`src/rtl/cac_pkg.sv`:
```
// Countdown alarm controller: shared types, constants and the alarm note pattern.
// No dependencies; used by the interfaces, cac_step and the top level.
package cac_pkg;

    localparam int unsigned PATTERN_STEPS = 15;
    localparam int unsigned CFG_IDX_W     = 3;
    localparam int unsigned CFG_DATA_W    = 10;

    localparam logic [7:0] NOTE_SILENT = 8'h01;
    localparam logic [7:0] NOTE_HIGH   = 8'h24;

    typedef enum logic [1:0] {
        OP_TICK   = 2'd0,
        OP_BUTTON = 2'd1,
        OP_WHEEL  = 2'd2,
        OP_NONE   = 2'd3
    } t_op;

    typedef enum logic [CFG_IDX_W-1:0] {
        REG_COUNTDOWN_PERIOD = 3'd0,
        REG_TICKS_PER_MINUTE = 3'd1,
        REG_STEP_PERIOD      = 3'd2,
        REG_MELODY_PLAYS     = 3'd3,
        REG_CLICK_TONE       = 3'd4,
        REG_CLICK_LENGTH     = 3'd5,
        REG_LOCKOUT_TICKS    = 3'd6,
        REG_SCAN_PERIOD      = 3'd7
    } t_cfg_reg;

    typedef struct packed {
        logic [7:0] countdown_period;
        logic [9:0] ticks_per_minute;
        logic [9:0] step_period;
        logic [7:0] melody_plays;
        logic [7:0] click_tone;
        logic [7:0] click_length;
        logic [3:0] lockout_ticks;
        logic [3:0] scan_period;
    } t_cfg;

    localparam t_cfg CFG_RESET = '{
        countdown_period: 8'd247,
        ticks_per_minute: 10'd960,
        step_period:      10'd500,
        melody_plays:     8'd150,
        click_tone:       8'h50,
        click_length:     8'hEE,
        lockout_ticks:    4'd2,
        scan_period:      4'd5
    };

    typedef struct packed {
        logic disp;
        logic count;
        logic play;
        logic beep;
    } t_flags;

    typedef struct packed {
        logic [7:0] minutes;
        logic [9:0] prescale;
        logic [7:0] countdown_timer;
        logic [9:0] step_timer;
        logic [3:0] pattern_index;
        logic [7:0] plays_left;
        logic [7:0] note;
        t_flags     flags;
        logic       toggle;
        logic [3:0] scan_timer;
        logic [7:0] click_timer;
        logic [3:0] lock_button;
        logic [3:0] lock_wheel;
    } t_state;

    localparam t_state STATE_RESET = '{
        minutes:         8'd0,
        prescale:        CFG_RESET.ticks_per_minute,
        countdown_timer: 8'd0,
        step_timer:      10'd0,
        pattern_index:   4'd0,
        plays_left:      CFG_RESET.melody_plays,
        note:            8'd0,
        flags:           '0,
        toggle:          1'b0,
        scan_timer:      4'd0,
        click_timer:     8'd0,
        lock_button:     4'd0,
        lock_wheel:      4'd0
    };

    typedef struct packed {
        logic [7:0] minutes_left;
        logic       display_enabled;
        logic       digit_select;
        logic [3:0] digit_value;
        logic       tone_on;
        logic [7:0] tone_period;
        logic       alarm_playing;
    } t_result;

    // Alarm pattern: two short high notes, rest silent
    function automatic logic [7:0] pattern_note(input logic [3:0] idx);
        return (idx == 4'd0 || idx == 4'd2) ? NOTE_HIGH : NOTE_SILENT;
    endfunction

endpackage

```
`src/rtl/cac_if.sv`:
```
// Countdown alarm controller: request, result and configuration channels.
// Depends on cac_pkg.
interface cac_in_if;
    logic       valid;
    logic       ready;
    logic [1:0] op;
    logic       button_level;
    logic       wheel_a;
    logic       wheel_b;
    modport source (output valid, op, button_level, wheel_a, wheel_b, input ready);
    modport sink   (input valid, op, button_level, wheel_a, wheel_b, output ready);
endinterface

interface cac_out_if;
    logic       valid;
    logic       ready;
    logic [7:0] minutes_left;
    logic       display_enabled;
    logic       digit_select;
    logic [3:0] digit_value;
    logic       tone_on;
    logic [7:0] tone_period;
    logic       alarm_playing;
    modport source (output valid, minutes_left, display_enabled, digit_select, digit_value,
                    tone_on, tone_period, alarm_playing, input ready);
    modport sink   (input valid, minutes_left, display_enabled, digit_select, digit_value,
                    tone_on, tone_period, alarm_playing, output ready);
endinterface

interface cac_cfg_if;
    logic                           valid;
    logic                           ready;
    logic [cac_pkg::CFG_IDX_W-1:0]  index;
    logic [cac_pkg::CFG_DATA_W-1:0] data;
    modport source (output valid, index, data, input ready);
    modport sink   (input valid, index, data, output ready);
endinterface

```
`src/rtl/cac_step.sv`:
```
// Countdown alarm controller: next-state and result logic for one request.
// Purely combinational; depends on cac_pkg.
module cac_step (
    input  cac_pkg::t_state  i_state,
    input  cac_pkg::t_cfg    i_cfg,
    input  logic [1:0]       i_op,
    input  logic             i_button_level,
    input  logic             i_wheel_a,
    input  logic             i_wheel_b,
    output cac_pkg::t_state  o_state,
    output cac_pkg::t_result o_result
);

    function automatic logic [7:0] f_max1_8(input logic [7:0] v);
        return (v == 8'd0) ? 8'd1 : v;
    endfunction

    function automatic logic [9:0] f_max1_10(input logic [9:0] v);
        return (v == 10'd0) ? 10'd1 : v;
    endfunction

    function automatic logic [3:0] f_max1_4(input logic [3:0] v);
        return (v == 4'd0) ? 4'd1 : v;
    endfunction

    function automatic cac_pkg::t_state f_start_display(cac_pkg::t_state s,
                                                        cac_pkg::t_cfg c);
        cac_pkg::t_state r;
        r = s;
        if (!r.flags.disp) begin
            r.flags.disp = 1'b1;
            r.toggle     = ~r.toggle;
            r.scan_timer = f_max1_4(c.scan_period);
        end
        return r;
    endfunction

    function automatic cac_pkg::t_state f_alarm_step(cac_pkg::t_state s, cac_pkg::t_cfg c);
        cac_pkg::t_state r;
        logic [4:0]      nidx;
        r    = s;
        nidx = {1'b0, s.pattern_index} + 5'd1;
        if (r.flags.play) begin
            r.plays_left = r.plays_left - 8'd1;
            if (r.plays_left == 8'd0) begin
                r.flags = '0;
            end else begin
                r.note = cac_pkg::pattern_note(r.pattern_index);
                if (r.note == cac_pkg::NOTE_SILENT) begin
                    r.flags.beep = 1'b0;
                    r            = f_start_display(r, c);
                end else begin
                    r.flags.beep = 1'b1;
                    r.flags.disp = 1'b0;
                end
                r.pattern_index = (nidx >= 5'(cac_pkg::PATTERN_STEPS)) ? 4'd0 : nidx[3:0];
                r.step_timer    = f_max1_10(c.step_period);
            end
        end
        return r;
    endfunction

    // Prescaler step; a minutes decrement landing on zero starts the alarm
    function automatic cac_pkg::t_state f_countdown_run(cac_pkg::t_state s,
                                                        cac_pkg::t_cfg c);
        cac_pkg::t_state r;
        r = s;
        r.countdown_timer = f_max1_8(c.countdown_period);
        if (!r.flags.play) begin
            if (r.prescale <= 10'd1) begin
                r.prescale = f_max1_10(c.ticks_per_minute);
                r.minutes  = r.minutes - 8'd1;
                if (r.minutes == 8'd0) begin
                    r.flags.play    = 1'b1;
                    r.plays_left    = c.melody_plays;
                    r.pattern_index = 4'd0;
                    r               = f_alarm_step(r, c);
                end
            end else begin
                r.prescale = r.prescale - 10'd1;
            end
        end
        return r;
    endfunction

    cac_pkg::t_state s;

    always_comb begin
        s = i_state;
        unique case (cac_pkg::t_op'(i_op))
            cac_pkg::OP_TICK: begin
                if (s.lock_button != 4'd0) s.lock_button = s.lock_button - 4'd1;
                if (s.lock_wheel != 4'd0)  s.lock_wheel  = s.lock_wheel - 4'd1;
                if (s.click_timer != 8'd0) begin
                    s.click_timer = s.click_timer - 8'd1;
                    if (s.click_timer == 8'd0) s.flags.beep = 1'b0;
                end
                if (s.flags.disp) begin
                    if (s.scan_timer <= 4'd1) begin
                        s.toggle     = ~s.toggle;
                        s.scan_timer = f_max1_4(i_cfg.scan_period);
                    end else begin
                        s.scan_timer = s.scan_timer - 4'd1;
                    end
                end
                if (s.flags.count) begin
                    if (s.countdown_timer <= 8'd1) s = f_countdown_run(s, i_cfg);
                    else s.countdown_timer = s.countdown_timer - 8'd1;
                end
                // may run a second pattern step when the alarm just started
                if (s.flags.play) begin
                    if (s.step_timer <= 10'd1) s = f_alarm_step(s, i_cfg);
                    else s.step_timer = s.step_timer - 10'd1;
                end
            end
            cac_pkg::OP_BUTTON: begin
                if (s.lock_button == 4'd0) begin
                    s.lock_button = i_cfg.lockout_ticks;
                    if (i_button_level) begin
                        s.minutes     = 8'd0;
                        s.flags       = '0;
                        s.flags.beep  = 1'b1;
                        s.note        = i_cfg.click_tone;
                        s.click_timer = f_max1_8(i_cfg.click_length);
                    end
                end
            end
            cac_pkg::OP_WHEEL: begin
                if (s.lock_wheel == 4'd0) begin
                    s.lock_wheel = i_cfg.lockout_ticks;
                    if (!i_wheel_a) begin
                        s.minutes    = i_wheel_b ? s.minutes + 8'd1 : s.minutes - 8'd1;
                        s.prescale   = f_max1_10(i_cfg.ticks_per_minute);
                        s.flags.play = 1'b0;
                        s.flags.beep = 1'b0;
                        s            = f_start_display(s, i_cfg);
                        if (!s.flags.count) begin
                            s.flags.count = 1'b1;
                            s             = f_countdown_run(s, i_cfg);
                        end
                    end
                end
            end
            cac_pkg::OP_NONE: ;
        endcase
    end

    assign o_state = s;

    always_comb begin
        o_result.minutes_left    = s.minutes;
        o_result.display_enabled = s.flags.disp;
        o_result.digit_select    = s.toggle;
        o_result.digit_value     = !s.flags.disp ? 4'd0
                                 : (s.toggle ? s.minutes[7:4] : s.minutes[3:0]);
        o_result.tone_on         = s.flags.beep;
        o_result.tone_period     = s.note;
        o_result.alarm_playing   = s.flags.play;
    end

endmodule

```
`src/rtl/countdown_alarm_controller_top.sv`:
```
// Countdown alarm controller, top level.
// The result is registered: it is presented in the cycle after its request is accepted.
// One request per cycle while o_res.ready holds; the result register alone sets the stall.
// Reset (i_rst_n low, synchronous): configuration back to defaults, all timers,
// flags and lockouts cleared, prescaler and play budget loaded, result dropped.
// Depends on cac_pkg, cac_if and cac_step.
module countdown_alarm_controller_top (
    input  logic      i_clk,
    input  logic      i_rst_n,
    cac_in_if.sink    i_in,
    cac_cfg_if.sink   i_cfg,
    cac_out_if.source o_res
);

    // Configuration registers, always writable; the user is to touch them only while idle (not enforced here)
    cac_pkg::t_cfg    r_cfg;

    // Architectural state, updated on every accepted request
    cac_pkg::t_state  r_state;
    cac_pkg::t_state  n_state;

    // Result register: parts request and result sides
    cac_pkg::t_result r_result;
    cac_pkg::t_result n_result;
    logic             r_out_valid;

    logic             in_accept;

    assign i_cfg.ready = 1'b1;

    // Take a new request whenever the result slot is free or drains this cycle
    assign i_in.ready = !r_out_valid || o_res.ready;
    assign in_accept  = i_in.valid && i_in.ready;

    cac_step u_step (
        .i_state        (r_state),
        .i_cfg          (r_cfg),
        .i_op           (i_in.op),
        .i_button_level (i_in.button_level),
        .i_wheel_a      (i_in.wheel_a),
        .i_wheel_b      (i_in.wheel_b),
        .o_state        (n_state),
        .o_result       (n_result)
    );

    always_ff @(posedge i_clk) begin
        if (!i_rst_n) begin
            r_cfg <= cac_pkg::CFG_RESET;
        end else if (i_cfg.valid) begin
            unique case (cac_pkg::t_cfg_reg'(i_cfg.index))
                cac_pkg::REG_COUNTDOWN_PERIOD: r_cfg.countdown_period <= i_cfg.data[7:0];
                cac_pkg::REG_TICKS_PER_MINUTE: r_cfg.ticks_per_minute <= i_cfg.data[9:0];
                cac_pkg::REG_STEP_PERIOD:      r_cfg.step_period      <= i_cfg.data[9:0];
                cac_pkg::REG_MELODY_PLAYS:     r_cfg.melody_plays     <= i_cfg.data[7:0];
                cac_pkg::REG_CLICK_TONE:       r_cfg.click_tone       <= i_cfg.data[7:0];
                cac_pkg::REG_CLICK_LENGTH:     r_cfg.click_length     <= i_cfg.data[7:0];
                cac_pkg::REG_LOCKOUT_TICKS:    r_cfg.lockout_ticks    <= i_cfg.data[3:0];
                cac_pkg::REG_SCAN_PERIOD:      r_cfg.scan_period      <= i_cfg.data[3:0];
            endcase
        end
    end

    always_ff @(posedge i_clk) begin
        if (!i_rst_n) begin
            r_state <= cac_pkg::STATE_RESET;
        end else if (in_accept) begin
            r_state <= n_state;
        end
    end

    always_ff @(posedge i_clk) begin
        if (!i_rst_n) begin
            r_out_valid <= 1'b0;
        end else if (in_accept) begin
            r_out_valid <= 1'b1;
        end else if (o_res.ready) begin
            r_out_valid <= 1'b0;
        end
    end

    // Payload: no reset needed
    always_ff @(posedge i_clk) begin
        if (in_accept) begin
            r_result <= n_result;
        end
    end

    assign o_res.valid           = r_out_valid;
    assign o_res.minutes_left    = r_result.minutes_left;
    assign o_res.display_enabled = r_result.display_enabled;
    assign o_res.digit_select    = r_result.digit_select;
    assign o_res.digit_value     = r_result.digit_value;
    assign o_res.tone_on         = r_result.tone_on;
    assign o_res.tone_period     = r_result.tone_period;
    assign o_res.alarm_playing   = r_result.alarm_playing;

endmodule
```
`src/flat_wrapper.sv`:
```
// flat-port wrapper written by rule: the top's interface ports become plain ports
module countdown_alarm_controller_top_flat 
  (i_clk, i_rst_n, i_in_valid, i_in_op, i_in_button_level, i_in_wheel_a, i_in_wheel_b, i_in_ready, i_cfg_valid, i_cfg_index, i_cfg_data, i_cfg_ready, o_res_valid, o_res_minutes_left, o_res_display_enabled, o_res_digit_select, o_res_digit_value, o_res_tone_on, o_res_tone_period, o_res_alarm_playing, o_res_ready);
  cac_in_if i_in_i ();
  cac_cfg_if i_cfg_i ();
  cac_out_if o_res_i ();
  input  logic i_clk;
  input  logic i_rst_n;
  input wire logic [$bits(i_in_i.valid)-1:0] i_in_valid;
  input wire logic [$bits(i_in_i.op)-1:0] i_in_op;
  input wire logic [$bits(i_in_i.button_level)-1:0] i_in_button_level;
  input wire logic [$bits(i_in_i.wheel_a)-1:0] i_in_wheel_a;
  input wire logic [$bits(i_in_i.wheel_b)-1:0] i_in_wheel_b;
  output wire logic [$bits(i_in_i.ready)-1:0] i_in_ready;
  input wire logic [$bits(i_cfg_i.valid)-1:0] i_cfg_valid;
  input wire logic [$bits(i_cfg_i.index)-1:0] i_cfg_index;
  input wire logic [$bits(i_cfg_i.data)-1:0] i_cfg_data;
  output wire logic [$bits(i_cfg_i.ready)-1:0] i_cfg_ready;
  output wire logic [$bits(o_res_i.valid)-1:0] o_res_valid;
  output wire logic [$bits(o_res_i.minutes_left)-1:0] o_res_minutes_left;
  output wire logic [$bits(o_res_i.display_enabled)-1:0] o_res_display_enabled;
  output wire logic [$bits(o_res_i.digit_select)-1:0] o_res_digit_select;
  output wire logic [$bits(o_res_i.digit_value)-1:0] o_res_digit_value;
  output wire logic [$bits(o_res_i.tone_on)-1:0] o_res_tone_on;
  output wire logic [$bits(o_res_i.tone_period)-1:0] o_res_tone_period;
  output wire logic [$bits(o_res_i.alarm_playing)-1:0] o_res_alarm_playing;
  input wire logic [$bits(o_res_i.ready)-1:0] o_res_ready;
  assign i_in_i.valid = i_in_valid;
  assign i_in_i.op = i_in_op;
  assign i_in_i.button_level = i_in_button_level;
  assign i_in_i.wheel_a = i_in_wheel_a;
  assign i_in_i.wheel_b = i_in_wheel_b;
  assign i_in_ready = i_in_i.ready;
  assign i_cfg_i.valid = i_cfg_valid;
  assign i_cfg_i.index = i_cfg_index;
  assign i_cfg_i.data = i_cfg_data;
  assign i_cfg_ready = i_cfg_i.ready;
  assign o_res_valid = o_res_i.valid;
  assign o_res_minutes_left = o_res_i.minutes_left;
  assign o_res_display_enabled = o_res_i.display_enabled;
  assign o_res_digit_select = o_res_i.digit_select;
  assign o_res_digit_value = o_res_i.digit_value;
  assign o_res_tone_on = o_res_i.tone_on;
  assign o_res_tone_period = o_res_i.tone_period;
  assign o_res_alarm_playing = o_res_i.alarm_playing;
  assign o_res_i.ready = o_res_ready;
  countdown_alarm_controller_top u_core (.i_clk(i_clk), .i_rst_n(i_rst_n), .i_in(i_in_i), .i_cfg(i_cfg_i), .o_res(o_res_i));
endmodule
```
`config.mk`:
```
export PLATFORM = sky130hd
export DESIGN_NAME = countdown_alarm_controller_top_flat
export DESIGN_NICKNAME = d
export VERILOG_FILES = /design/src/rtl/cac_pkg.sv /design/src/rtl/cac_if.sv /design/src/rtl/cac_step.sv /design/src/rtl/countdown_alarm_controller_top.sv /design/src/flat_wrapper.sv
export SDC_FILE = /design/constraint.sdc
export NUM_CORES = 1
export LEC_CHECK = 0
export CORE_MARGIN = 2
export CORE_UTILIZATION = 35
export DETAILED_ROUTE_END_ITERATION = 16
export DONT_BUFFER_PORTS = 1
export PLACE_DENSITY = 0.47
export SKIP_CTS_REPAIR_TIMING = 1
export SLEW_MARGIN = 30
export SYNTH_ARGS = -nofsm -noshare
export SYNTH_HDL_FRONTEND = slang
export SYNTH_SLANG_ARGS = --single-unit
```
`constraint.sdc`:
```
create_clock -name i_clk -period 17.3 [get_ports i_clk]
set_clock_uncertainty 0.1 [all_clocks]
set_input_delay 1.73 -clock i_clk [delete_from_list [all_inputs] [get_ports i_clk]]
set_output_delay 1.73 -clock i_clk [all_outputs]
set_load 0.1 [all_outputs]
```
==> out/qor.yml, run 1 <==
antenna_found_initial: 0
power_leakage_nw: 4.321
syn_inst: 1505
synth_top_area_cell: "dfxtp_1"
fp.dieArea_um2: 33110
syn-cell-area_um2: 11090
netlist_top_cells_count: "248 x nand2_1, 165 x nor2_1, 142 x dfxtp_1"
crit_path_end_kind: "flip-flop"
yosysMostFrequentCell: "nand2_1"
n_fill_cell: 3300
synth.yosys.seq_area_share_pct: 32.14
htree_levels: 4
routed_wl_um: 37930
startpoint_type: "flip-flop"
rsz0062_at_grt: "no"
viasPerCell: 5.850
power_density_nw_per_um2: 85.21
min_period_over_period_pct: 40.34
cts_buffers: 17
crit_path_max_fanout: 23
yosysWarnings: 0
startpoint: "u_core.r_cfg[24]"
synth-edff-count: 24
finalSetupTns_ps: 0
dieHeight_um: 182.0
synth_top_area_share_pct: 25.64
cp_data_required_time_ps: 17470
die_width_um: 182.0
synthFlopType: "dfxtp_1"
cp.arrival_ps: 7150
root_buffer: "clkbuf_16"
async_flop_share_pct: 0
ys_types: 88
drive_gt1_share_pct: 6.540
wire_per_inst_um: 20.29
vias: 10940
drt_first_pass_iters: 7
rr_startpoint: "u_core.r_cfg[24]"
slowest_stage: "a2111oi_4"
grt.total_usage_pct: 23.17
clock_latency_ps: 460
max_cap_viol_count: 0
timing.hold.ws_ps: 360.6
worstHoldStart: "u_core.r_cfg[32]"
maxSlewHeadroom_pct: 32.09
cts_tree: "yes"
ant_nets: 0
syn-num-nets: 1554
cts_sinks: 166
drv_slew: 0
yosys-top-cells-area: "dfxtp_1 26%, nand2_1 8.4%, edfxtp_1 6.5%, a21oi_1 5.8%, nor2_1 5.6%"
clk_pin_slew_worst_paths_ps: 70
critPathKind: "reg -> reg"
period_needed_ps: 6979
gp_congestion: 0.8953
setup_viol: 0
rows: 65
dp_hpwl_um: 26980
status: "completed"
diodes: 0
start_util_pct: 35.31
max_freq_ghz: 0.1433
io_buffers: 0
drc: 0
cts_max_path_buffers: 2
layout.nets: 1504
multi_input_area_um2: 7023
coreArea_um2: 31390
avgSynthCellArea_um2: 7.366
seq_area_um2: 3563
crit_chain: "inv_1 > ha_1 > or4b_1 > or4b_2 > a31oi_4 > a211oi_4 > buf_4 > mux2_2 > inv_1 > ha_1 > nor2_1 > nor4_1 > mux2i_2 > a2111oi_4 > mux2_1 > a21oi_1 > nor3_1 > nor3_1"
slowest_delay_ps: 900
ir_drop_mv: 0.06408
hp-class: "reg -> reg"
grt_max_degree: 81
ys_seq_elements: 166
io_pins: 50
final-hold-violation-count: 0
grt_first_pass_wirelength_um: 59800
dr.first_iter.drc_count: 829
grt_overflow_total: 0
tightestPinTransition_ps: 1009
syn_to_final_growth_pct: 8.251
grt_pass1_vias: 10190
-- through the flow --
stage               instance area, um^2  total power, W  worst slack (ps)  util [%]  cells
floorplan                         11090       0.0005874             11680         -   1505
global placement                  11380       0.0006255             10370     36.25   1838
detailed placement                11390       0.0006258             10420     36.29   1838
CTS                               11990        0.001031             10400     38.21   1870
global route                      12000        0.001068              9920     38.23   1870
finish                            12000        0.001023             10320     38.23   1870
-- kinds of logic (layout without fill, tap and decap cells) --
kind of cell,after synthesis,after routing,synth area share [%]
buffers and inverters,131,94,4.639
flip-flops,166,166,32.14
multiplexers,35,35,3.318
adder cells (fa/ha/maj),26,26,2.935
XOR/XNOR,47,47,3.713
AND/OR/NAND/NOR,680,680,28.54
other,1,1,0.03383
AO/OA/AOI/OAI,419,419,24.67
-- path summary, 6_finish.rpt --
kind	depth (start not counted)	endpoint	slack (ps)
max reg2reg	18	u_core.o_res.digit_value[0]	10320
min	2	u_core.r_cfg[32]	360
max	18	u_core.o_res.digit_value[0]	10320
min reg2reg	2	u_core.r_cfg[32]	360
-- state kept, by name, indices dropped and copies added (netlist names) --
| name | flops |
|---|---|
| u_core.o_res.alarm_playing | 1 |
| u_core.o_res.digit_select | 1 |
| u_core.o_res.digit_value | 4 |
| u_core.o_res.display_enabled | 1 |
| u_core.o_res.minutes_left | 8 |
| u_core.o_res.tone_on | 1 |
| u_core.o_res.tone_period | 8 |
| u_core.o_res.valid | 1 |
| u_core.r_cfg | 60 |
| u_core.r_state | 81 |
-- critical path, delay by kind of cell (launching register included) --
kind / cells / cell delay [ps]
flops: 1 / 460
buf+inv: 3 / 500
fa+ha+maj: 2 / 630
simple gates: 6 / 2240
compound gates: 4 / 1660
mux: 3 / 1180
-- per-layer routing --
metal / global-route usage [%] / part of all wire, %
met1: 31.63 / 47
met2: 37.09 / 45
met3: 4.051 / 6.0
met4: 7.613 / 2.3
met5: 0 / 0
-- cells in the final DEF, fill, tap and decap left out, drive strengths merged, types with 11 or more instances in the layout --
master | synthesis | layout
nor3b | 13 | 13
or3 | 18 | 18
clkbuf | 77 | 23
xnor2 | 30 | 30
a211oi | 25 | 25
nor2 | 166 | 166
edfxtp | 24 | 24
o211ai | 20 | 20
nor2b | 13 | 13
buf | 11 | 19
o31ai | 12 | 12
nand2b | 15 | 15
nor4 | 25 | 25
dfxtp | 142 | 142
inv | 43 | 46
a31oi | 15 | 15
ha | 26 | 26
mux2i | 24 | 24
o22ai | 17 | 17
nand2 | 248 | 248
and2 | 13 | 13
a21o | 12 | 12
xor2 | 17 | 17
a21oi | 128 | 128
mux2 | 11 | 11
o21ai | 92 | 92
nor3 | 60 | 60
nand3 | 60 | 60
-- report_power, final --
part           switching, W  total [W]  internal [W]
logic              0.000101   0.000158     0.0000567
registers         0.0000520   0.000461      0.000409
clock network      0.000173   0.000404      0.000231
-- layout make-up --
class | instances | area share (%)
Clock inverter | 9 | 0.9384
Tap cell | 402 | 4.191
Sequential cell | 166 | 29.69
Clock buffer | 23 | 4.087
Multi-Input combinational cell | 1208 | 58.52
Timing Repair Buffer | 19 | 1.220
Inverter | 43 | 1.345
Power figures use the tool's default switching activity.
==> run 2, diff against run 1 <==
- clock period: 17.3 -> 6.6 ns (I/O delays scaled with it)
==> run 2 against run 1 <==
Net effect:
- flip-flop and latch count is the same
- combinational power grew to 2.7 times the previous value
- highest routed layer unchanged
- largest power group unchanged
- total power rose to 2.5 times the previous value
- non-clock buffer count grew 9
- utilization about the same
==> out/qor.yml, run 2 (synthesis gave the netlist of run 1 again) <==
cts_buffers: 17  # unchanged
drt_first_pass_iters: 8  # was 7
layout.cells.most_common: "nand2_1"  # unchanged
drc: 0  # unchanged
power_density_nw_per_um2: 216.4  # was 85.21 nW/um^2
grt_overflow_total: 0  # unchanged
setup_viol: 0  # unchanged
diodes: 0  # unchanged
final_cell_mix: "248 x nand2_1, 163 x nor2_1, 142 x dfxtp_1"  # was 248 x nand2_1, 164 x nor2_1, 142 x dfxtp_1
start_util_pct: 35.31  # unchanged
fp.dieArea_um2: 33110  # unchanged
vias: 11170  # was 10940
busiest_layer: "met2"  # unchanged
cts_max_path_buffers: 2  # unchanged
power_leakage_nw: 4.336  # was 4.321 nW
ant_nets: 0  # unchanged
max_freq_ghz: 0.1619  # was 0.1433 GHz
io_buffers: 0  # unchanged
cts_sinks: 166  # unchanged
routed_wl_um: 38560  # was 37930 um
min_period_over_period_pct: 93.58  # was 40.34%
maxSlewHeadroom_pct: 34.41  # was 32.09%
largest-register: "u_core.r_state"  # unchanged
rows: 65  # unchanged
rr_startpoint: "u_core.r_state[73]"  # was u_core.r_cfg[24]
grt_max_degree: 83  # was 81
slowest_delay_ps: 650  # was 900 ps
clock_latency_ps: 450  # was 460 ps
total_power_w: 0.002599  # was 0.001023 W
period_needed_ps: 6176  # was 6979 ps
gp_congestion: 0.8947  # was 0.8953
final_cells: 1879  # was 1870
crit_path_max_fanout: 17  # was 23
viasPerCell: 5.943  # was 5.850
grt_pass1_vias: 10570  # was 10190
cp.arrival_ps: 6280  # was 7150 ps
rsz0062_at_grt: "no"  # unchanged
r2r_slack_ps: 420  # was 10320 ps
final-hold-violation-count: 0  # unchanged
grt_first_pass_wirelength_um: 60520  # was 59800 um
regToRegEndpoint: "u_core.o_res.alarm_playing"  # was u_core.o_res.digit_value[0]
die_width_um: 182.0  # unchanged
met1_usage_pct: 32.05  # was 31.63%
worstHoldStart: "i_rst_n"  # was u_core.r_cfg[32]
dp_hpwl_um: 27650  # was 26980 um
use_met3_pct: 3.771  # was 4.051%
slowest_stage: "dfxtp_1"  # was a2111oi_4
timing.hold.ws_ps: 205.0  # was 360.6 ps
layout.nets: 1513  # was 1504
ir_drop_mv: 0.1617  # was 0.06408 mV
io_pins: 50  # unchanged
critPathKind: "reg -> reg"  # unchanged
largest_register_ffs: 81  # unchanged
crit_path_end_kind: "flip-flop"  # unchanged
holdPathEnd: "u_core.r_cfg[26]"  # was u_core.r_cfg[32]
status: "completed"  # unchanged
critPathMostFrequentCell: "buf_4"
syn_to_final_growth_pct: 8.329  # was 8.251%
dieHeight_um: 182.0  # unchanged
cp_data_required_time_ps: 6700  # was 17470 ps
holdPathStages: 1  # was 2
biggestRegsByFlops: "u_core.r_state: 81 flops, u_core.r_cfg: 60 flops"  # unchanged
crit_chain: "inv_1 > ha_1 > and3b_1 > a31oi_1 > a2111oi_0 > buf_4 > nand2b_1 > buf_4 > nor2_1 > a21oi_1 > ha_1 > inv_1 > o311ai_0 > a22o_1 > xor2_1 > nor4_1 > a21oi_1 > buf_4 > o21ai_2 > o21ba_2 > nand2_1 > o2bb2ai_1"  # was inv_1 > ha_1 > or4b_1 > or4b_2 > a31oi_4 > a211oi_4 > buf_4 > mux2_2 > inv_1 > ha_1 > nor2_1 > nor4_1 > mux2i_2 > a2111oi_4 > mux2_1 > a21oi_1 > nor3_1 > nor3_1
hp-class: "in -> reg"  # was reg -> reg
use_met2_pct: 37.20  # was 37.09%
startpoint_type: "flip-flop"  # unchanged
cts_tree: "yes"  # unchanged
htree_levels: 4  # unchanged
drive_gt1_share_pct: 7.380  # was 6.540%
dp.cells: 1847  # was 1838
coreArea_um2: 31390  # unchanged
dr.first_iter.drc_count: 990  # was 829
tightestPinTransition_ps: 982.5  # was 1009 ps
clk_pin_slew_worst_paths_ps: 90  # was 70 ps
reg2reg_depth: 22  # was 18
drv_slew: 0  # unchanged
antenna_found_initial: 0  # unchanged
root_buffer: "clkbuf_16"  # unchanged
grt.total_usage_pct: 23.27  # was 23.17%
wire_per_inst_um: 20.52  # was 20.29 um
finalSetupTns_ps: 0  # unchanged
max_cap_viol_count: 0  # unchanged
run 2: critical path, delay by kind of cell, from the launching register on:
| kind | cells | cell delay (ps) |
|---|---|---|
| flops | 1 | 650 |
| buf+inv | 5 | 820 |
| xor+xnor | 1 | 70 |
| simple gates | 5 | 1150 |
| fa+ha+maj | 2 | 800 |
| compound gates | 9 | 2320 |
run 2: layer usage:
metal / share of wire (%) / up-vias
li1: - / 5365
met1: 47 / 5330
met2: 44 / 409
met3: 6.0 / 62
met4: 2.5 / 0
met5: 0 / -
run 2: final cells by class:
type                    instances  area [um^2]
inverters                      43        161.4
repair buffers                 28        214.0
well taps                     402        503.0
flip-flops and latches        166         3563
multi-input cells            1208         7022
clock inverters                15        120.1
clock buffers                  17        425.4
fillers                      3377        19380
run 2: through the flow:
step                      utilization, %  setup slack (ps)  cell area [um^2]
after floorplan                        -             983.8             11090
after global placement             36.46             654.2             11450
after detailed placement           36.50             507.9             11460
after CTS                          38.24             485.5             12000
after global routing               38.25             49.72             12010
final                              38.25             423.8             12010
run 2: how the worst max path moves through the flow:
stage / from / cells after the start / to / slack, ps
after floorplan: u_core.r_state[73] / 20 / u_core.o_res.digit_value[0] / 980
after global placement: u_core.r_state[73] / 22 / u_core.o_res.digit_value[0] / 650
final: u_core.r_state[73] / 22 / u_core.o_res.alarm_playing / 420
after CTS: u_core.r_state[73] / 22 / u_core.o_res.alarm_playing / 490
after global routing: u_core.r_state[73] / 22 / u_core.o_res.digit_value[0] / 50
after detailed placement: u_core.r_state[73] / 22 / u_core.o_res.alarm_playing / 510
run 2: power by group:
group / leakage, nW / total [W] / switching, W / internal [W]
combinational: 2.68 / 0.000420 / 0.000269 / 0.000151
sequential: 1.40 / 0.00121 / 0.000135 / 0.00107
clock: 0.261 / 0.000972 / 0.000481 / 0.000491
total: 4.34 / 0.00260 / 0.000885 / 0.00171
